`src/rtl/mqrb_pkg.sv`:
```
// Shared types and codes for the multi-queue ring buffer.
// Used by mqrb_ctrl, mqrb_datapath and multi_queue_ring_buffer; no dependencies.
package mqrb_pkg;

  localparam int NUM_QUEUES_DEF  = 16;
  localparam int QUEUE_DEPTH_DEF = 256;

  // command codes
  localparam logic [2:0] CMD_CREATE  = 3'd0;
  localparam logic [2:0] CMD_DESTROY = 3'd1;
  localparam logic [2:0] CMD_PUSH    = 3'd2;
  localparam logic [2:0] CMD_POP     = 3'd3;
  localparam logic [2:0] CMD_PEEK    = 3'd4;
  localparam logic [2:0] CMD_STATUS  = 3'd5;

  // result status codes
  localparam logic [2:0] STS_OK         = 3'd0;
  localparam logic [2:0] STS_BAD_HANDLE = 3'd1;
  localparam logic [2:0] STS_INACTIVE   = 3'd2;
  localparam logic [2:0] STS_FULL       = 3'd3;
  localparam logic [2:0] STS_EMPTY      = 3'd4;
  localparam logic [2:0] STS_BAD_CAP    = 3'd5;
  localparam logic [2:0] STS_NO_SLOT    = 3'd6;

  typedef struct packed {
    logic [2:0]         command;
    logic [7:0]         handle;
    logic signed [63:0] value;
    logic [16:0]        capacity_request;
  } in_item_t;

  typedef struct packed {
    logic [2:0]         status;
    logic signed [63:0] data;
    logic [8:0]         count;
    logic [8:0]         queue_capacity;
    logic               full_res;
    logic               empty_res;
  } out_item_t;

  typedef enum logic [1:0] {
    S_IDLE,
    S_FETCH,
    S_COMMIT,
    S_RESPOND
  } state_t;

  // one strobe per sequencing step, controller to datapath
  typedef struct packed {
    logic capture;
    logic decide;
    logic commit;
    logic respond;
  } ctrl_cmd_t;

endpackage

```
`src/rtl/mqrb_ctrl.sv`:
```
// Sequencer for the multi-queue ring buffer: capture, fetch/decide, commit, respond.
// Depends on mqrb_pkg (state_t, ctrl_cmd_t).
module mqrb_ctrl (
  input  logic                clk,
  input  logic                rst_n,
  input  logic                start,
  output logic                busy,
  output mqrb_pkg::ctrl_cmd_t ctrl
);
  import mqrb_pkg::*;

  state_t state_r;
  state_t state_nxt;

  always_ff @(posedge clk) begin
    if (!rst_n) begin
      state_r <= S_IDLE;
    end else begin
      state_r <= state_nxt;
    end
  end

  always_comb begin
    state_nxt = state_r;
    unique case (state_r)
      S_IDLE: begin
        if (start) state_nxt = S_FETCH;
      end
      S_FETCH:   state_nxt = S_COMMIT;
      S_COMMIT:  state_nxt = S_RESPOND;
      S_RESPOND: state_nxt = S_IDLE;
      default:   state_nxt = S_IDLE;
    endcase
  end

  always_comb begin
    busy         = 1'b1;
    ctrl.capture = 1'b0;
    ctrl.decide  = 1'b0;
    ctrl.commit  = 1'b0;
    ctrl.respond = 1'b0;
    unique case (state_r)
      S_IDLE: begin
        busy         = 1'b0;
        ctrl.capture = start;
      end
      S_FETCH:   ctrl.decide  = 1'b1;
      S_COMMIT:  ctrl.commit  = 1'b1;
      S_RESPOND: ctrl.respond = 1'b1;
      default:   busy         = 1'b1;
    endcase
  end

endmodule

```
`config.mk`:
```
export PLATFORM = sky130hd
export DESIGN_NAME = mqrb_ctrl
export DESIGN_NICKNAME = d
export VERILOG_FILES = /design/src/rtl/mqrb_pkg.sv /design/src/rtl/mqrb_ctrl.sv
export SDC_FILE = /design/constraint.sdc
export NUM_CORES = 1
export LEC_CHECK = 0
export BUFFER_PORTS_ARGS = -buffer_cell sky130_fd_sc_hd__buf_2
export CAP_MARGIN = 0
export CELL_PAD_IN_SITES_DETAIL_PLACEMENT = 0
export CELL_PAD_IN_SITES_GLOBAL_PLACEMENT = 1
export CORE_AREA = 5 5 42 44
export CTS_CLUSTER_SIZE = 24
export DETAILED_ROUTE_END_ITERATION = 10
export DIE_AREA = 0 0 47 49
export PLACE_DENSITY_LB_ADDON = 0.1
export SLEW_MARGIN = 20
export SYNTH_ARGS = -nofsm -noshare
export SYNTH_HDL_FRONTEND = slang
export SYNTH_SLANG_ARGS = --single-unit
```
`constraint.sdc`:
```
create_clock -name clk -period 2.2 [get_ports clk]
set_input_delay 0.44 -clock clk [delete_from_list [all_inputs] [get_ports clk]]
set_output_delay 0.44 -clock clk [all_outputs]
set_load 0.005 [all_outputs]
```
==> summary.txt <==
====================================================================================
Status                                                                  complete, no violations
RD Place Congestion                                                            0.577
Proportion of synthesized flip-flops having asynchronous set or reset              0
Type of the most critical hold path                                     input port to register
Post-CTS repair timing setup buffer count                                          0
Buffer cell driving the clock tree root                                 sky130_fd_sc_hd__clkbuf_4
Post-synth EDFFs                                                                   0
Relative area change from synthesis to final layout                            45.9%
Clock network fraction of total power                                          0.254
Largest voltage drop on the vdd net                                         0.431 mV
DR vias                                                                          134
Clock-pin slew on the worst setup and hold paths                             0.03 ns
Power share of the sequential group                                            0.226
Net total in the final layout                                                     37
Required @ worst endpoint                                                    1.76 ns
Final setup vio count                                                              0
Global-route wire length before repair                                        552 µm
Number of detailed-route iterations in the first pass                              1
Worst setup SP type                                                         register
Max Freq                                                                     586 MHz
Post-route clock period utilization                                            0.776
Top cell type's share of synthesized area                                      0.370
Sink Count                                                                         2
MaxCap Viol Count                                                                  0
Global routing usage summed across all routing layers                         0.0373
Data arrival time of the critical path                                       1.27 ns
N_diodes                                                                           0
Number of antenna violations at the first check in global routing                  0
Pint                                                                          193 µW
Main synth FF type                                                      sky130_fd_sc_hd__dfxtp_1
Warnings, synthesis                                                                0
Leakage power figure                                                        0.147 nW
Largest driver fanout on the critical path                                         4
Power density of the placed cells                                        1270 nW/µm²
Register ranked first by flip-flop count                                     state_r
Critical path class                                                     register to primary output
Post-route clock skew                                                     0.00128 ns
Cell with the most instances after synthesis                            sky130_fd_sc_hd__ha_1
CTS tree                                                                        done
Post-synthesis instance total                                                     17
Cell type contributing the most total cell area after synthesis         sky130_fd_sc_hd__ha_1
Summed instance area of the synthesized netlist                              169 µm²
Commonest cells in the synthesized netlist                              sky130_fd_sc_hd__ha_1, sky130_fd_sc_hd__inv_1, sky130_fd_sc_hd__dfxtp_1
Port Buffer Count                                                                  7
Number of flip-flops under the largest register name                               2
Placeable core region                                                       1400 µm²
CTS resizes                                                                        0
Distinct cell type count after synthesis                                          10
Maximum number of pins on one net before global-route repair                       5
Inserted Clock Buffers                                                             3
Detailed Route Iter0 Violations                                                    0
Net Sw Frac                                                                    0.381
Top cells by area, synth                                                sky130_fd_sc_hd__ha_1, sky130_fd_sc_hd__dfxtp_1, sky130_fd_sc_hd__nand2b_4, sky130_fd_sc_hd__inv_1, sky130_fd_sc_hd__mux2i_1
Endpoint type of the worst setup path                                   primary output
Max-slew violation count                                                           0
DIE AREA                                                                    2300 µm²
Wire length per cell after detailed routing                                  8.28 µm
Wire length reported by the detailed router                                   356 µm
Maximum root-to-sink buffer count                                                  2
Net load switching power                                                      119 µW
Max-slew headroom                                                              0.893
Drt drc                                                                            0
Part of the total power dissipated in combinational logic                      0.520
Synthesized area per cell                                                   9.94 µm²
Setup TNS                                                                       0 ns
Minimum clock period                                                         1.71 ns
H-tree Lvls                                                                        1
Vertical die dimension                                                         49 µm
Sequential area share after synthesis                                          0.237
Total placed instance area                                                   224 µm²
Total global routing overflow                                                      0
HPWL after DPL                                                                285 µm
Final non-filler cell area                                                   246 µm²
Number of top-level design ports                                                   8
Register bit count reported by yosys                                               2
Post-DRT Antenna Nets                                                              0
Width of the chip                                                              47 µm
Registers with the highest flip-flop counts                             state_r: 2 flops
Final Hold Violating Endpoints                                                     0
Via count of the first global-routing pass                                       148
Initial core utilization                                                       0.121
Num rows                                                                          14
Share of cells above drive strength 1                                          0.444
Vias per cell                                                                   3.12
Synthesized net count                                                             25
Hold buffers post-CTS                                                              0
Clock latency reported for the late side of the worst-skew pair              0.22 ns
RSZ-0062 raised after global routing                                           false
Transition time at the pin with the least slew margin                       0.161 ns
====================================================================================
metrics by stage:
stage / std cells / setup WS (ns) / utilization / total power, mW / hold slack [ns]
final: 43 / 0.493 / 0.176 / 0.313 / 0.462
after global routing: 43 / 0.426 / 0.176 / 0.349 / 0.466
after CTS: 43 / 0.469 / 0.176 / 0.327 / 0.453
after detailed placement: 40 / 0.707 / 0.160 / 0.241 / 0.570
after global placement: 40 / 0.712 / 0.160 / 0.241 / 0.576
after floorplan: 17 / 0.891 / - / 0.181 / 0.526
power by group through the flow:
stage	sequential (mW)	clock, mW	combinational (mW)
final	0.0706	0.0795	0.162
after detailed placement	0.0720	0	0.169
after CTS	0.0712	0.0866	0.170
after global placement	0.0724	0	0.169
after floorplan	0.0664	0	0.115
after global routing	0.0744	0.0861	0.188
kinds of logic (layout without fill, tap and decap cells):
kind of cell             after synthesis  in the layout  synth area share
AND/OR/NAND/NOR                        5              5             0.207
multiplexers                           1              1            0.0593
adder cells (fa/ha/maj)                5              5             0.370
buffers and inverters                  3             13            0.0667
AO/OA/AOI/OAI                          1              1            0.0593
flip-flops                             2              2             0.237
path summary, 6_finish.rpt:
check | startpoint | end | slack [ns] | depth (start not counted)
setup / recovery | state_r[0]$_SDFFE_PN0P_ | ctrl[3] | 0.49 | 4
hold / removal | rst_n | state_r[0]$_SDFFE_PN0P_ | 0.46 | 2
setup reg to reg | state_r[0]$_SDFFE_PN0P_ | state_r[1]$_SDFFE_PN0P_ | 1.03 | 5
hold reg to reg | state_r[0]$_SDFFE_PN0P_ | state_r[0]$_SDFFE_PN0P_ | 0.57 | 1
critical path, cell delays in order, from the launching register on:
cell and delay [ns]:
sky130_fd_sc_hd__dfxtp_1 0.37, sky130_fd_sc_hd__inv_1 0.10, sky130_fd_sc_hd__ha_1 0.26, sky130_fd_sc_hd__and2_2 0.20, sky130_fd_sc_hd__buf_2 0.12
cell usage in the layout, fill, tap and decap left out, drive strengths merged:
| cell | count |
|---|---|
| inv | 3 |
| buf | 7 |
| o211a | 1 |
| dfxtp | 2 |
| ha | 5 |
| mux2i | 1 |
| nand2 | 1 |
| nand2b | 1 |
| clkbuf | 3 |
| nor2 | 1 |
| and2 | 1 |
| nor2b | 1 |
cell type report:
cell class              count  area (µm²)
well taps                  16        20.0
inverters                   3        11.3
clock buffers               3        22.5
fillers                   167        1150
flip-flops and latches      2        40.0
multi-input cells          12         118
repair buffers              7        35.0
routing by layer:
metal  track usage  routed length (µm)  up-vias
li1              -                   -       73
met2        0.0475                 184        5
met3        0.0148                  46        0
met1        0.0350                 125       56
met4        0.0553                   0        0
met5             0                   0        -
No activity file was read; power rests on OpenSTA's default activity.
